## src/sv/thb_pkg.sv

```systemverilog
// Shared constants and transaction types for the threshold bin histogram.
`default_nettype none

package thb_pkg;

    localparam int NUM_BINS   = 8;
    localparam int BIN_W      = (NUM_BINS > 1) ? $clog2(NUM_BINS) : 1;
    localparam int NUM_LIMITS = 7;
    localparam int CFG_IDX_W  = 3;
    localparam int LIMIT_W    = 41;
    localparam int AMOUNT_W   = 40;
    localparam int COUNT_W    = 32;
    localparam int BYTE_W     = 48;
    localparam int TIME_W     = 32;
    localparam int IDX_OUT_W  = 3;

    typedef struct packed {
        logic [AMOUNT_W-1:0] amount;
        logic                recent_flag;
        logic                page_flag;
        logic                recent_page_flag;
        logic [AMOUNT_W-1:0] byte_add;
        logic [AMOUNT_W-1:0] recent_byte_add;
        logic [TIME_W-1:0]   time_code;
    } req_t;

    typedef struct packed {
        logic [IDX_OUT_W-1:0] bin_index;
        logic [COUNT_W-1:0]   request_count;
        logic [COUNT_W-1:0]   recent_request_count;
        logic [COUNT_W-1:0]   page_count;
        logic [COUNT_W-1:0]   recent_page_count;
        logic [BYTE_W-1:0]    byte_total;
        logic [BYTE_W-1:0]    recent_byte_total;
        logic [TIME_W-1:0]    latest_time;
        logic [TIME_W-1:0]    earliest_time;
    } res_t;

    // Transaction as it walks the cell row; done marks it as already binned.
    typedef struct packed {
        req_t req;
        logic done;
        res_t res;
    } token_t;

endpackage

`default_nettype wire

```

## src/sv/thb_cell.sv

```systemverilog
// One histogram bin: limit check, bin totals and the stage register of the row.
`default_nettype none

module thb_cell (
    input  wire logic                         aclk,
    input  wire logic                         aresetn,
    input  wire logic [thb_pkg::LIMIT_W-1:0]  limit,
    input  wire logic                         catch_all,
    input  wire logic [thb_pkg::BIN_W-1:0]    bin_id,
    input  wire logic                         in_valid,
    output logic                              in_ready,
    input  wire thb_pkg::token_t              in_token,
    output logic                              out_valid,
    input  wire logic                         out_ready,
    output thb_pkg::token_t                   out_token
);
    import thb_pkg::*;

    logic               vld_reg, vld_next;
    token_t             tok_reg, tok_next;
    logic [COUNT_W-1:0] req_reg, req_next;
    logic [COUNT_W-1:0] rreq_reg, rreq_next;
    logic [COUNT_W-1:0] pg_reg, pg_next;
    logic [COUNT_W-1:0] rpg_reg, rpg_next;
    logic [BYTE_W-1:0]  byt_reg, byt_next;
    logic [BYTE_W-1:0]  rbyt_reg, rbyt_next;
    logic [TIME_W-1:0]  latest_reg, latest_next;
    logic [TIME_W-1:0]  earliest_reg, earliest_next;

    logic               load, takes, claim;
    logic [COUNT_W:0]   req_sum, rreq_sum, pg_sum, rpg_sum;
    logic [BYTE_W:0]    byt_sum, rbyt_sum;
    logic [COUNT_W-1:0] req_upd, rreq_upd, pg_upd, rpg_upd;
    logic [BYTE_W-1:0]  byt_upd, rbyt_upd;
    logic [TIME_W-1:0]  latest_upd, earliest_upd;

    assign in_ready  = !vld_reg || out_ready;
    assign load      = in_valid && in_ready;
    // sign bit of the limit means catch all
    assign takes     = catch_all || limit[LIMIT_W-1] ||
                       (in_token.req.amount <= limit[AMOUNT_W-1:0]);
    assign claim     = load && !in_token.done && takes;

    assign req_sum  = {1'b0, req_reg}  + {{COUNT_W{1'b0}}, 1'b1};
    assign rreq_sum = {1'b0, rreq_reg} + {{COUNT_W{1'b0}}, in_token.req.recent_flag};
    assign pg_sum   = {1'b0, pg_reg}   + {{COUNT_W{1'b0}}, in_token.req.page_flag};
    assign rpg_sum  = {1'b0, rpg_reg}  + {{COUNT_W{1'b0}}, in_token.req.recent_page_flag};
    assign byt_sum  = {1'b0, byt_reg} +
                      {{(BYTE_W+1-AMOUNT_W){1'b0}}, in_token.req.byte_add};
    assign rbyt_sum = {1'b0, rbyt_reg} +
                      {{(BYTE_W+1-AMOUNT_W){1'b0}}, in_token.req.recent_byte_add};

    assign req_upd  = req_sum[COUNT_W]  ? '1 : req_sum[COUNT_W-1:0];
    assign rreq_upd = rreq_sum[COUNT_W] ? '1 : rreq_sum[COUNT_W-1:0];
    assign pg_upd   = pg_sum[COUNT_W]   ? '1 : pg_sum[COUNT_W-1:0];
    assign rpg_upd  = rpg_sum[COUNT_W]  ? '1 : rpg_sum[COUNT_W-1:0];
    assign byt_upd  = byt_sum[BYTE_W]   ? '1 : byt_sum[BYTE_W-1:0];
    assign rbyt_upd = rbyt_sum[BYTE_W]  ? '1 : rbyt_sum[BYTE_W-1:0];

    assign latest_upd   = (in_token.req.time_code > latest_reg) ?
                          in_token.req.time_code : latest_reg;
    assign earliest_upd = (in_token.req.time_code < earliest_reg) ?
                          in_token.req.time_code : earliest_reg;

    always_comb begin
        vld_next      = vld_reg;
        tok_next      = tok_reg;
        req_next      = req_reg;
        rreq_next     = rreq_reg;
        pg_next       = pg_reg;
        rpg_next      = rpg_reg;
        byt_next      = byt_reg;
        rbyt_next     = rbyt_reg;
        latest_next   = latest_reg;
        earliest_next = earliest_reg;
        if (in_ready) begin
            vld_next = in_valid;
        end
        if (load) begin
            tok_next = in_token;
        end
        if (claim) begin
            req_next      = req_upd;
            rreq_next     = rreq_upd;
            pg_next       = pg_upd;
            rpg_next      = rpg_upd;
            byt_next      = byt_upd;
            rbyt_next     = rbyt_upd;
            latest_next   = latest_upd;
            earliest_next = earliest_upd;
            tok_next.done                     = 1'b1;
            tok_next.res.bin_index            = IDX_OUT_W'(bin_id);
            tok_next.res.request_count        = req_upd;
            tok_next.res.recent_request_count = rreq_upd;
            tok_next.res.page_count           = pg_upd;
            tok_next.res.recent_page_count    = rpg_upd;
            tok_next.res.byte_total           = byt_upd;
            tok_next.res.recent_byte_total    = rbyt_upd;
            tok_next.res.latest_time          = latest_upd;
            tok_next.res.earliest_time        = earliest_upd;
        end
    end

    always_ff @(posedge aclk) begin
        if (!aresetn) begin
            vld_reg      <= 1'b0;
            req_reg      <= '0;
            rreq_reg     <= '0;
            pg_reg       <= '0;
            rpg_reg      <= '0;
            byt_reg      <= '0;
            rbyt_reg     <= '0;
            latest_reg   <= '0;
            earliest_reg <= '1;
        end else begin
            vld_reg      <= vld_next;
            req_reg      <= req_next;
            rreq_reg     <= rreq_next;
            pg_reg       <= pg_next;
            rpg_reg      <= rpg_next;
            byt_reg      <= byt_next;
            rbyt_reg     <= rbyt_next;
            latest_reg   <= latest_next;
            earliest_reg <= earliest_next;
        end
    end

    // payload stage, no reset needed
    always_ff @(posedge aclk) begin
        tok_reg <= tok_next;
    end

    assign out_valid = vld_reg;
    assign out_token = tok_reg;

endmodule

`default_nettype wire
```

## config.mk

```make
export PLATFORM = sky130hd
export DESIGN_NAME = thb_cell
export DESIGN_NICKNAME = d
export VERILOG_FILES = /design/src/sv/thb_pkg.sv /design/src/sv/thb_cell.sv
export SDC_FILE = /design/constraint.sdc
export NUM_CORES = 2
export LEC_CHECK = 0
export ABC_AREA = 1
export ABC_CLOCK_PERIOD_IN_PS = 10400
export BUFFER_PORTS_ARGS = -buffer_cell sky130_fd_sc_hd__buf_2
export CAP_MARGIN = 30
export CORE_UTILIZATION = 29
export DETAILED_ROUTE_END_ITERATION = 10
export GPL_TIMING_DRIVEN = 0
export SLEW_MARGIN = 20
export SYNTH_ARGS = -nofsm -noshare
export SYNTH_HDL_FRONTEND = slang
export SYNTH_SLANG_ARGS = --single-unit
```

## constraint.sdc

```tcl
create_clock -name aclk -period 10.4 [get_ports aclk]
set_input_delay 1.04 -clock aclk [delete_from_list [all_inputs] [get_ports aclk]]
set_output_delay 1.04 -clock aclk [all_outputs]
set_load 0.05 [all_outputs]
```

==> out/metrics.sh <==
FRACTION_OF_SYNTHESIZED_CELL_AREA_TAKEN_BY_THE_TOP_AREA_CELL_TYPE=0.322
WORST_SETUP_PATH_START_KIND='input pin'
POST-ROUTE-PERIOD-UTIL=0.362
WORST_HOLD_PATH.NUM_CELLS=2
CTS_BUFFER_DEPTH=3
MAX_REG_FLOPS=447
WORST_EP_REQUIRED_TIME_PS=10920
HOLD_END='earliest_reg[6]$_SDFFE_PN1P_'
SEQCELLAREA_UM2=19200
FLOORPLAN.DIE.HEIGHT_UM=381
LAYOUT.FILLER_CELLS=15130
YOSYS.AREA.TOP_TYPE='sky130_fd_sc_hd__edfxtp_1'
REG_CLK_SLEW_REPORTED_PATHS_PS=60
SYNTH.AREA.TOP_CELLS='sky130_fd_sc_hd__edfxtp_1, sky130_fd_sc_hd__nand2_1, sky130_fd_sc_hd__dfxtp_1'
MULTI_INPUT_AREA_UM2=18900
SYNTHESIZED_INSTANCE_COUNT=5652
GRTUSAGETOTAL=0.223
CRIT_TOP_CELL='sky130_fd_sc_hd__nand2_1'
CLKSINKCOUNT=736
POST-DP-HPWL_UM=136000
TIMING.RR.START='earliest_reg[31]$_SDFFE_PN1P_'
GRT_PASS1_WL_UM=243000
WORST_SLEW_MARGIN_REL=0.390
RSZ_0062_RAISED_AFTER_GLOBAL_ROUTING='no'
CTS_INSERTED_BUFFERS=87
AREA_DELTA_SYNTH_FINAL_PCT=24.6
ANTENNA_VIOLATIONS_BEFORE_REPAIR=26
WIRE_PER_INST_UM=19.4
CLOCK_TREE.ROOT_CELL='sky130_fd_sc_hd__clkbuf_16'
FINALHOLDVIOLATIONS=0
RR_ENDPOINT='out_token[25]$_DFFE_PP_'
DESIGN.CORE.AREA_UM2=142000
ROUTE.ANTENNA.REMAINING_NETS=0
NNETSFINAL=7379
CTS_TREE='done'
PEAKVDDDROP_mV=0.124
CLK_LATENCY_WORST_SKEW_PAIR_PS=710
SYNTH_MOST_COMMON_CELL='sky130_fd_sc_hd__nand2_1'
STATUS='complete, no violations'
WORST_PATH_DOMINANT_CELL_FAMILY='simple AND/OR/NAND/NOR gates'
WORST_PATH_MAX_DELAY_CELL='sky130_fd_sc_hd__clkbuf_1'
SYN_AREA_PER_CELL_UM2=7.36
INITIAL_CORE_UTIL=0.293
LAUNCH_POINT_OF_THE_CRITICAL_PATH='in_token[322]'
POST_SYNTH_NUM_CELL_TYPES=37
FINCLKSKEW_PS=51.4
YS.WARNINGS.COUNT=0
SLEW_VIOL_FINAL=0
FIN_CRIT_PS=3760
ENDPOINT_KIND='flip-flop'
TOTAL_POWER_mW=8.19
BUFFER_PORTS.INSERTED=944
FINAL_WIRELENGTH_UM=168000
YS_ASYNC_SR_FRACTION=0
TIMING.HOLD.WORST.CLASS='flip-flop to flip-flop'
GRT_MAX_DEGREE=103
MAX_STAGE_DELAY_PS=570
GRT_PASS1_VIAS=38184
POST_SYNTH_MOST_FREQUENT_CELLS='sky130_fd_sc_hd__nand2_1, sky130_fd_sc_hd__inv_1, sky130_fd_sc_hd__edfxtp_1'
EDFF_COUNT_SYNTH=446
P_LEAK_nW=25.0
ROUTE.DETAILED.DRC=0
R2R_SLACK_PS=6770
SYNTH_SEQ_CELLS=736
POSTCTSRESIZEDCELLS=0
CRITICALPATHCATEGORY='input pin to flip-flop'
P_PER_AREA_nW_PER_UM2=158
TOTAL_VIA_COUNT_IN_THE_ROUTED_DESIGN=40533
PATH_BUF_INV=2
RR_WORST_DEPTH=13
FRACTION_OF_LAYOUT_INSTANCES_USING_A_DRIVE_STRENGTH_ABOVE_1=0.186
TIMING.CRITICAL_PATH.ARRIVAL_PS=4280
DRT-VIAS-PER-INSTANCE=4.68
CELLS_TRAVERSED_ALONG_THE_WORST_TIMING_PATH='buf_2 > ha_1 > nand2_1 > nor2_1 > nand4_1 > nor4_1 > nand2_1 > nand2_1 > clkbuf_1 > nor2_1 > nor2_1 > nand2_1 > nand2_1'
FP-ROW-COUNT=138
NUMBER_OF_DRC_MARKERS_IN_ITERATION_0=2993
POSTLAYOUTCOREUTIL=0.365
ROUTABILITYCONGESTION=1.02
FP.DIEAREA_UM2=145000
REPORT.FINAL.SETUP_VIOL=0
CAP_VIOL_MAX_COUNT=0
POSTSYNTHNETCOUNT=6340
CTS_POST_SETUP_BUFFERS_INSERTED=0
SYNTH_SEQ_AREA_SHARE=0.462
MAXCLOCKFREQUENCY_GHz=0.266
IO-PIN-COUNT=945
SYNTH_FF_TYPE='sky130_fd_sc_hd__edfxtp_1'
WORSTPATHMAXFANOUT=10
CTS-HOLD-FIX-BUFFERS=0
CTS-HTREE-LEVELS=3
DRT-PASS1-ITER-COUNT=6
DIE_W_UM=381
SYNTHESIS.AREA_UM2=41600
TIGHTESTPINTRANSITION_PS=915
TIMING.HOLD.WORST.START='earliest_reg[6]$_SDFFE_PN1P_'
GRT_REMAINING_OVERFLOW=0
stage by stage:
step           instances  instance area [µm²]  worst slack [ps]  hold slack [ps]  setup TNS (ps)
6_report            8659                51800              6640              467               0
5_1_grt             8657                51800              6380              480               0
4_1_cts             8655                51800              6550              469               0
3_5_place_dp        8492                48800              5840              454               0
3_3_place_gp        8486                48700              -582              450         -136370
2_1_floorplan       5652                41600              2500              440               0
cell usage in the layout, fill, tap and decap left out, types with 5 or more instances in the layout:
cell type / count
sky130_fd_sc_hd__o21a_1: 5
sky130_fd_sc_hd__clkinv_4: 5
sky130_fd_sc_hd__clkinv_2: 14
sky130_fd_sc_hd__nand2_1: 2345
sky130_fd_sc_hd__nor3_1: 62
sky130_fd_sc_hd__buf_2: 1020
sky130_fd_sc_hd__xnor2_1: 53
sky130_fd_sc_hd__xor2_1: 19
sky130_fd_sc_hd__o21ai_0: 37
sky130_fd_sc_hd__nor4_1: 15
sky130_fd_sc_hd__ha_1: 190
sky130_fd_sc_hd__inv_6: 6
sky130_fd_sc_hd__edfxtp_1: 446
sky130_fd_sc_hd__buf_4: 22
sky130_fd_sc_hd__clkinvlp_4: 10
sky130_fd_sc_hd__a21oi_1: 388
sky130_fd_sc_hd__nand3_1: 430
sky130_fd_sc_hd__clkbuf_8: 5
sky130_fd_sc_hd__clkbuf_16: 88
sky130_fd_sc_hd__nand3b_1: 21
sky130_fd_sc_hd__bufinv_16: 11
sky130_fd_sc_hd__dfxtp_1: 290
sky130_fd_sc_hd__buf_6: 12
sky130_fd_sc_hd__clkbuf_1: 77
sky130_fd_sc_hd__inv_1: 685
sky130_fd_sc_hd__nor2_1: 357
sky130_fd_sc_hd__nand4_1: 62
sky130_fd_sc_hd__or2_2: 39
sky130_fd_sc_hd__nor2_2: 7
final cells by class:
cell class	instances	area share
multi-input cells	4050	0.364
flip-flops and latches	736	0.371
diodes	4	0.000193
well taps	1890	0.0456
clock inverters	54	0.0126
repair buffers	950	0.0937
clock buffers	109	0.0450
plain buffers	175	0.0176
inverters	691	0.0503
per-layer routing:
metal / track usage / up-vias / wire, µm
li1: - / 20169 / -
met1: 0.288 / 18737 / 72000
met2: 0.380 / 1399 / 79800
met3: 0.0415 / 216 / 11600
met4: 0.0599 / 12 / 4340
met5: 0 / - / 73
power by group:
part,leakage [nW],switching [mW],internal (mW)
registers,6.71,0.0574,3.29
logic,16.8,1.19,0.415
clock network,1.43,1.35,1.88
worst reg2reg max path, delay by kind of cell, from the launching register on:
kind                       cells  cell delay, ps
adders and majority gates      1             300
buffers and inverters          2             650
DFF                            1             330
and+or+nand+nor               10            2150
how the worst max path moves through the flow:
stage	endpoint	slack, ps	cells after the start
floorplan	out_token[0]$_DFFE_PP_	2500	4
global placement	out_token[154]$_DFFE_PP_	-580	5
global route	out_token[25]$_DFFE_PP_	6380	13
detailed placement	out_token[25]$_DFFE_PP_	5840	13
CTS	out_token[25]$_DFFE_PP_	6550	13
finish	out_token[25]$_DFFE_PP_	6640	13
kinds of logic after synthesis:
family	after synthesis	share of synthesized area
AND/OR/NAND/NOR	3349	0.327
XOR/XNOR	72	0.0152
adder cells (fa/ha/maj)	192	0.0581
AO/OA/AOI/OAI	437	0.0534
flip-flops	736	0.462
buffers and inverters	866	0.0843
Note: power is estimated with default switching activity, not from simulation.
